### src/sv/lwcd_pkg.sv
// lwcd_pkg: shared types and codes for the lru write-back cache directory
// no dependencies; used by lwcd_cell and lru_writeback_cache_directory_top

package lwcd_pkg;

  localparam int LBA_W = 48;

  // request function codes
  localparam logic [2:0] FN_READ      = 3'd0;
  localparam logic [2:0] FN_WRITE     = 3'd1;
  localparam logic [2:0] FN_INVAL     = 3'd2;
  localparam logic [2:0] FN_FLUSH_ONE = 3'd3;
  localparam logic [2:0] FN_FLUSH_ALL = 3'd4;

  // event counter indexes
  localparam int CNT_RD_HIT  = 0;
  localparam int CNT_RD_MISS = 1;
  localparam int CNT_WR_HIT  = 2;
  localparam int CNT_WR_MISS = 3;
  localparam int CNT_FLUSH   = 4;
  localparam int CNT_EVICT   = 5;
  localparam int N_CNT       = 6;

  typedef enum logic [1:0] {
    ST_FREE  = 2'd0,
    ST_VALID = 2'd1,
    ST_DIRTY = 2'd2
  } entry_st_t;

  // broadcast operations to the cell row
  typedef enum logic [2:0] {
    OP_NOP,
    OP_TOUCH,
    OP_REMOVE,
    OP_INSERT,
    OP_CLEAN,
    OP_CLEAN_ALL
  } cell_op_t;

  typedef struct packed {
    cell_op_t         op;
    logic             mark_dirty;
    logic [LBA_W-1:0] lba;
  } cell_cmd_t;

  typedef struct packed {
    logic [2:0]       func;
    logic [LBA_W-1:0] lba;
  } req_t;

  typedef struct packed {
    logic             status;
    logic [5:0]       slot;
    logic             victim_valid;
    logic [LBA_W-1:0] victim_lba;
    logic             victim_dirty;
    logic [6:0]       flushed_count;
    logic [31:0]      read_hit_total;
    logic [31:0]      read_miss_total;
    logic [31:0]      write_hit_total;
    logic [31:0]      write_miss_total;
    logic [31:0]      flush_total;
    logic [31:0]      eviction_total;
  } rsp_t;

endpackage

### src/sv/lwcd_cell.sv
// lwcd_cell: one directory slot holding address, entry state and recency rank
// depends on lwcd_pkg

module lwcd_cell #(
  parameter int RW = 6
) (
  input  logic                          clk,
  input  logic                          rst_n,
  input  lwcd_pkg::cell_cmd_t           cmd,
  input  logic [RW-1:0]                 ref_rank,
  input  logic                          sel,
  output logic                          match,
  output logic                          occ,
  output logic                          dirty,
  output logic [RW-1:0]                 rank,
  output logic [lwcd_pkg::LBA_W-1:0]    addr
);

  logic [lwcd_pkg::LBA_W-1:0] addr_r, addr_nxt;
  lwcd_pkg::entry_st_t        st_r, st_nxt;
  logic [RW-1:0]              rank_r, rank_nxt;

  assign occ   = (st_r != lwcd_pkg::ST_FREE);
  assign dirty = (st_r == lwcd_pkg::ST_DIRTY);
  assign match = occ && (addr_r == cmd.lba);
  assign rank  = rank_r;
  assign addr  = addr_r;

  // apply the broadcast operation
  always_comb begin
    addr_nxt = addr_r;
    st_nxt   = st_r;
    rank_nxt = rank_r;
    case (cmd.op)
      lwcd_pkg::OP_TOUCH: begin
        if (sel) begin
          rank_nxt = '0;
          if (cmd.mark_dirty) st_nxt = lwcd_pkg::ST_DIRTY;
        end else if (occ && rank_r < ref_rank) begin
          rank_nxt = rank_r + 1'b1;
        end
      end
      lwcd_pkg::OP_REMOVE: begin
        if (sel) begin
          st_nxt   = lwcd_pkg::ST_FREE;
          rank_nxt = '0;
        end else if (occ && rank_r > ref_rank) begin
          rank_nxt = rank_r - 1'b1;
        end
      end
      lwcd_pkg::OP_INSERT: begin
        if (sel) begin
          addr_nxt = cmd.lba;
          st_nxt   = cmd.mark_dirty ? lwcd_pkg::ST_DIRTY : lwcd_pkg::ST_VALID;
          rank_nxt = '0;
        end else if (occ) begin
          rank_nxt = rank_r + 1'b1;
        end
      end
      lwcd_pkg::OP_CLEAN: begin
        if (sel && dirty) st_nxt = lwcd_pkg::ST_VALID;
      end
      lwcd_pkg::OP_CLEAN_ALL: begin
        if (dirty) st_nxt = lwcd_pkg::ST_VALID;
      end
      default: begin
      end
    endcase
  end

  // state and rank reset, address has none
  always_ff @(posedge clk) begin
    addr_r <= addr_nxt;
    if (!rst_n) begin
      st_r   <= lwcd_pkg::ST_FREE;
      rank_r <= '0;
    end else begin
      st_r   <= st_nxt;
      rank_r <= rank_nxt;
    end
  end

endmodule

### config.mk
export PLATFORM = sky130hd
export DESIGN_NAME = lwcd_cell
export DESIGN_NICKNAME = d
export VERILOG_FILES = /design/src/sv/lwcd_pkg.sv /design/src/sv/lwcd_cell.sv
export SDC_FILE = /design/constraint.sdc
export NUM_CORES = 1
export LEC_CHECK = 0
export ABC_CLOCK_PERIOD_IN_PS = 2900
export BUFFER_PORTS_ARGS = -buffer_cell sky130_fd_sc_hd__buf_2
export CAP_MARGIN = 30
export CORE_MARGIN = 4
export CORE_UTILIZATION = 43
export DETAILED_ROUTE_END_ITERATION = 10
export GPL_ROUTABILITY_DRIVEN = 0
export PLACE_DENSITY = 0.87
export SLEW_MARGIN = 20
export SYNTH_ARGS = -nofsm -noshare
export SYNTH_HDL_FRONTEND = slang
export SYNTH_SLANG_ARGS = --single-unit
export TNS_END_PERCENT = 10
### constraint.sdc
create_clock -name clk -period 2.9 [get_ports clk]
set_clock_uncertainty 0.15 [all_clocks]
set_input_delay 0.58 -clock clk [delete_from_list [all_inputs] [get_ports clk]]
set_output_delay 0.58 -clock clk [all_outputs]
set_load 0.05 [all_outputs]
# Word-level counts from Yosys, hierarchy flattened
# Index checks and enable logic that the tools add are counted.
# totals
reg_bits	56
out_inout_bits	57
word_cells	48
# op_classes
add_sub_neg	2
order_cmp	2
eq_ne	16
muxes	15
reduce_logical	10
# ops
op	n
$eq 48x48->1	1
$mux 6	6
$pmux 6 s3	1
$mux 2	7
$ne 2x2->1 const B	6
$pmux 2 s5	1
$ne 3x3->1 const B	3
$reduce_and 7->1	1
$add 6x1->6 const B	1
$eq 3x2->1 const B	2
$eq 3x3->1 const B	2
$gt 6x6->1	1
$lt 6x6->1	1
$sub 6x1->6 const B	1
$reduce_bool 5->1	1
$logic_and 1x1->1	4
$reduce_and 4->1	1
$eq 3x1->1 const B	1
$reduce_bool 3->1	1
$eq 2x2->1 const B	1
$reduce_and 2->1	1
$reduce_bool 2->1	1

# Depth between registers and ports, before layout
# Gate-level depths: netlist of run 1.
# logic_depth
depth_word	5
mapped_depth	9

# Worst setup path before layout of run 1
# No wires, ideal clock.
# synth_path
path_type	reg2out
from	register addr_r (netlist bit addr[32])
to	output match
arrival_time_ps	3980
setup_slack_ps	-1810
stages_incl_launch_ff	6
path_cell_list	edfxtp_1 xor2_1 nor4_1 nand4_1 or4_1 a2111oi_0
# synth_between
elab_chain_len	2
# synth_lines
element	line_no	source
start, declared	lwcd_cell.sv:19	logic [lwcd_pkg::LBA_W-1:0] addr_r, addr_nxt;
start signal, assigned	lwcd_cell.sv:73	addr_r <= addr_nxt;
$eq 48x48->1	lwcd_cell.sv:25	assign match = occ && (addr_r == cmd.lba);
$logic_and 1x1->1	lwcd_cell.sv:25	
end, declared	lwcd_cell.sv:12	output logic match,
# No other way between the ends.

# Final worst setup path of run 1
# layout_path
from	register addr_r (netlist bit addr[21])
to	output match
# The elaborated chain is that of the path after synthesis.

==> qor.yml, run 1 <==
run_status:
  status: "finished, violations left"
  violations: "setup timing"
min_path:
  hold_class: "in -> reg"
  holdCritStartpoint: "cmd[29]"
  hold_depth: 1
  timing.hold.worst_endpoint: "addr[29]"
yosys:
  yosys.area.top_type: "edfxtp_1"
  synth_adder_area_share_pct: 4.12
  syn_inst: 218
  synth_compound_area_share_pct: 8.48
  synthDistinctLibCells: 43
  synth_top_family_by_area: "XOR/XNOR gates"
  syn_area_mm2: 0.00273
  synth_edf_count: 48
  synth_ff_type: "edfxtp_1"
  ys_seq_area_share_pct: 58.7
  avgSynthCellArea_um2: 12.5
  synth_xor_area_share_pct: 13.8
  yosysWarnings: 0
  synth.most_common_cell: "edfxtp_1"
  synthMuxAreaShare_pct: 0.733
  ys_seq_elements: 56
  syn_nets: 288
  async_flop_share_pct: 0
  yosys.area_share.simple_pct: 11.6
  synth_top_area_share_pct: 52.8
  synthTopCellsByArea: "edfxtp_1 53%, xor2_1 9.0%, dfxtp_1 5.9%"
  yosys-top-cells-count: "48 x edfxtp_1, 28 x xor2_1, 15 x inv_1, 15 x xnor2_1, 12 x nor2_1"
floorplan:
  initial_core_util_pct: 45.3
  fp.dieH_um: 87.7
  rows: 28
  die-width_um: 87.7
  coreArea_mm2: 0.00603
  io_pins: 118
  dieArea_mm2: 0.00769
power:
  power_mw: 1.73
  power.switching_uw: 474
  pwr-share-comb_pct: 16.4
  p_leak_nw: 1.50
  p_sw_share_pct: 27.3
  p_int_mw: 1.26
  p_clk_share_pct: 30.7
  ir_drop_mv: 0.416
  pwr-share-seq_pct: 52.9
  p_per_area_mw_per_mm2: 480
timing:
  worst_pin_slew_ns: 0.403
  period_share_pct: 105
  rsz0062_at_grt: "true"
  setup_slack_ns: -0.147
  slew_violations: 0
  final_hold_viol_count: 0
  setup_viol: 1
  period_needed_ns: 3.05
  whs_ns: 0.308
  timing.slew.headroom_pct: 72.9
  fmax_ghz: 0.328
  finalSetupTns_ns: -0.147
routing:
  routed_wl_mm: 6.47
  vias: 2217
  wire_per_inst_um: 15.4
  drt-pass1-iter-count: 4
  drtIter0Drc: 82
  via_per_inst: 5.27
  ant_nets: 0
  drc_errors: 0
placement:
  placedInstanceArea_mm2: 0.00347
  place_inst: 413
  io_buffers: 117
  dp_hpwl_mm: 5.12
  pre_cts_slack_ns: -0.238
final_layout:
  ff_latch_area_mm2: 0.00160
  final_nets: 415
  design_area_mm2: 0.00361
  num-fill-cells: 517
  fin_util_pct: 59.9
  area.growth.synth_to_final_pct: 32.3
  antenna_cells: 0
  multi_input_area_mm2: 0.00109
  drive_gt1_share_pct: 40.5
  layout.cells.non_filler: 421
cts:
  clockBufferDepth: 2
  cts_max_level: 2
  cts_buffers: 5
  post_cts_buffers: 0
  cts_tree: "built"
  clk_latency_ns: 0.31
  ctsHoldBuffers: 0
  clk_pin_slew_worst_paths_ns: 0.11
  cts_root_buffer: "clkbuf_8"
  clock_sinks: 56
global_route:
  grt_use_met2_pct: 30.2
  grt_use_total_pct: 17.4
  grt_pass1_wl_mm: 10.6
  antenna_found_initial: 0
  use_met3_pct: 4.80
  grt.busiest_layer: "met2"
  grt_start_max_net_pins: 49
  grt.met1_usage_pct: 21.7
  grt.overflow.total: 0
  grt_pass1_vias: 2233
critical_path:
  max_stage_delay_ns: 0.45
  cp_top_family: "simple AND/OR/NAND/NOR gates"
  critPathRequiredTime_ns: 2.17
  crit_buf_inv: 2
  timing.rr.start: "rank[2]"
  slowest_stage: "or4_4"
  crit_arrival_ns: 2.32
  end_kind: "output pin"
  worst-r2r-setup-slack_ns: 0.17
  critPathLaunchType: "flop"
  crit_chain: "xor2_1 > nor4_1 > buf_4 > nand4_1 > or4_4 > a2111oi_4 > buf_6"
  ff2ff_path_depth: 7
  worstSetupPathType: "reg -> out"
  r2r-end: "rank[4]"
  cp_max_fo: 2
run:
  cap_viol_max_count: 0
==> worst register-to-register path: cells and delay by family (launching register included) <==
kind                       cells  cell delay [ns]
AOI/OAI and AO/OA              3             0.67
adders and majority gates      1             0.26
DFF                            1             0.42
and+or+nand+nor                3             1.18
==> registers in the layout, summed over array words and instances, names as in the netlist <==
signal  cells
addr       48
rank        6
st_r        2
==> power by group through the flow <==
stage,combinational (mW),sequential (mW),clock (mW)
after floorplan,0.0971,1.01,0
after global placement,0.276,0.934,0
after detailed placement,0.284,0.935,0
after CTS,0.285,0.917,0.541
after global routing,0.307,0.921,0.578
final,0.284,0.917,0.533
==> metal layers <==
| metal | wire length [um] | vias to the layer above |
|---|---|---|
| met4 | 24 | 0 |
| met1 | 2630 | 1052 |
| met3 | 597 | 2 |
| met2 | 3220 | 94 |
| met5 | 0 | - |
| li1 | - | 1069 |
==> layout make-up <==
type / instances / share of cell area [%]
repair buffers: 123 / 18.0
multi-input cells: 144 / 30.3
inverters: 15 / 1.56
clock buffers: 5 / 1.91
clock inverters: 3 / 1.28
well taps: 75 / 2.60
flip-flops and latches: 56 / 44.4
==> repair_timing <==
action	CTS	global route
resized for setup	3	2
setup endpoints to repair	1	1
pin swaps	1	0
==> logic make-up after synthesis <==
logic type / Yosys count
buffers and inverters: 18
XOR/XNOR: 43
adder cells (fa/ha/maj): 9
AO/OA/AOI/OAI: 34
multiplexers: 2
AND/OR/NAND/NOR: 56
flip-flops: 56
==> placed cells by master (no fill, tap or decap), types with 3 or more instances in the layout <==
master / instances
clkbuf_8: 5
nor2_1: 12
ha_1: 9
xor2_1: 28
nand2_1: 8
buf_4: 5
nand3_1: 7
xnor2_1: 15
nand4_1: 5
a21boi_1: 3
nor4_1: 6
inv_1: 15
dfxtp_1: 7
buf_2: 116
o21ai_0: 8
edfxtp_1: 48
a21oi_1: 4
nor2b_1: 3
==> how the worst max path moves through the flow <==
stage                         from     to  slack [ns]  cells past startpoint
after floorplan           addr[32]  match        -0.1                      5
after global placement     cmd[32]  match       -0.23                      8
after detailed placement   cmd[32]  match       -0.24                      8
after CTS                 addr[21]  match       -0.18                      7
after global routing      addr[28]  match       -0.27                      6
final                     addr[21]  match       -0.15                      7
Power figures use the tool's default switching activity.
==> run 2: changes to the inputs <==
--- a/config.mk
+++ b/config.mk
@@ -8,11 +8,13 @@
 export ABC_CLOCK_PERIOD_IN_PS = 2900
 export BUFFER_PORTS_ARGS = -buffer_cell sky130_fd_sc_hd__buf_2
 export CAP_MARGIN = 30
+export CELL_PAD_IN_SITES_DETAIL_PLACEMENT = 0
+export CELL_PAD_IN_SITES_GLOBAL_PLACEMENT = 1
 export CORE_MARGIN = 4
-export CORE_UTILIZATION = 43
+export CORE_UTILIZATION = 33
 export DETAILED_ROUTE_END_ITERATION = 10
 export GPL_ROUTABILITY_DRIVEN = 0
-export PLACE_DENSITY = 0.87
+export PLACE_DENSITY = 0.88
 export SLEW_MARGIN = 20
 export SYNTH_ARGS = -nofsm -noshare
 export SYNTH_HDL_FRONTEND = slang
==> qor.yml, run 2 (synthesized netlist as in run 1, its figures left out) <==
routing:
  vias: 2148
  drt-pass1-iter-count: 4
  wire_per_inst_um: 14.7
  drc_errors: 0
  routed_wl_mm: 6.61
  drtIter0Drc: 91
  via_per_inst: 4.78
  ant_nets: 0
final_layout:
  final_nets: 416
  antenna_cells: 0
  area.growth.synth_to_final_pct: 33.0
  layout.cells.non_filler: 449
  final_cell_mix: "116 x buf_2, 48 x edfxtp_1, 28 x xor2_1, 15 x inv_1, 15 x xnor2_1"
  design_area_mm2: 0.00363
  fin_util_pct: 46.0
  drive_gt1_share_pct: 40.6
  final_common_cell: "buf_2"
  largest_reg_flops: 48
cts:
  clk_latency_ns: 0.30
  cts_tree: "built"
  clk_pin_slew_worst_paths_ns: 0.11
  ctsHoldBuffers: 0
  cts_root_buffer: "clkbuf_8"
  cts_max_level: 2
  cts_buffers: 5
  clock_sinks: 56
  clockBufferDepth: 2
critical_path:
  crit_buf_inv: 2
  crit_chain: "xor2_1 > nor4_1 > buf_4 > nand4_1 > or4_4 > a2111oi_4 > buf_6"
  critPathLaunchType: "flop"
  cp_top_family: "simple AND/OR/NAND/NOR gates"
  worstSetupPathType: "reg -> out"
  max_stage_delay_ns: 0.46
  worst-r2r-setup-slack_ns: 0.15
  end_kind: "output pin"
  cp_max_fo: 2
  slowest_stage: "or4_4"
  critPathRequiredTime_ns: 2.17
  crit_arrival_ns: 2.31
timing:
  timing.slew.headroom_pct: 67.5
  setup_slack_ns: -0.145
  slew_violations: 0
  fmax_ghz: 0.328
  period_needed_ns: 3.04
  setup_viol: 1
  period_share_pct: 105
  finalSetupTns_ns: -0.145
  final_hold_viol_count: 0
  worst_pin_slew_ns: 0.488
  rsz0062_at_grt: "true"
  whs_ns: 0.319
placement:
  place_inst: 440
  placedInstanceArea_mm2: 0.00351
  dp_hpwl_mm: 5.41
  io_buffers: 117
  pre_cts_slack_ns: -0.251
power:
  ir_drop_mv: 0.174
  p_leak_nw: 1.50
  power_mw: 1.64
  p_per_area_mw_per_mm2: 451
global_route:
  grt_pass1_vias: 2215
  grt_use_total_pct: 13.5
  grt_start_max_net_pins: 31
  grt_pass1_wl_mm: 10.7
  antenna_found_initial: 0
  grt.overflow.total: 0
floorplan:
  die-width_um: 99.0
  initial_core_util_pct: 34.6
  io_pins: 118
  fp.dieH_um: 99.0
  dieArea_mm2: 0.00979
  rows: 32
  coreArea_mm2: 0.00789
run:
  cap_viol_max_count: 0
min_path:
  hold_class: "in -> reg"
run_status:
  status: "finished, violations left"
  violations: "setup timing"
-- run 2: cell count changes in the layout (fill, tap and decap cells not counted), sizes merged --
| cell | before | now |
|---|---|---|
| buf | 123 | 124 |
| bufinv | 1 | 0 |
| clkinv | 0 | 2 |
| clkinvlp | 1 | 0 |
-- run 2: path summary, 6_finish.rpt --
kind / cells past startpoint / from / endpoint
min: 1 / cmd[22] / addr[22]
max reg2reg: 7 / rank[3] / rank[4]
min reg2reg: 1 / st_r[1] / st_r[1]
max: 7 / addr[42] / match
-- run 2: repair_timing --
action                                  in CTS  in global routing
resized for setup                            4                  1
endpoints found under the setup margin       1                  1
pin swaps                                    1                  0
buffers inserted                             0                  1
-- run 2: final cells by class --
| class | count | area, um2 |
|---|---|---|
| fill | 768 | 4260 |
| sequential | 56 | 1600 |
| tap | 102 | 128 |
| clock inverter | 3 | 22.5 |
| timing repair buffer | 124 | 657 |
| multi-input combinational | 144 | 1090 |
| clock buffer | 5 | 68.8 |
| inverter | 15 | 56.3 |
-- run 2: per-layer routing --
metal  GRT usage (%)  wire (um)
met1            16.8       2820
met2            23.5       3250
met3            3.11        485
met4            3.47         56
met5               0          0
-- run 2: power by group --
| part | internal (mW) | switching, mW |
|---|---|---|
| Combinational | 0.0989 | 0.184 |
| Clock | 0.174 | 0.261 |
| Sequential | 0.900 | 0.0167 |
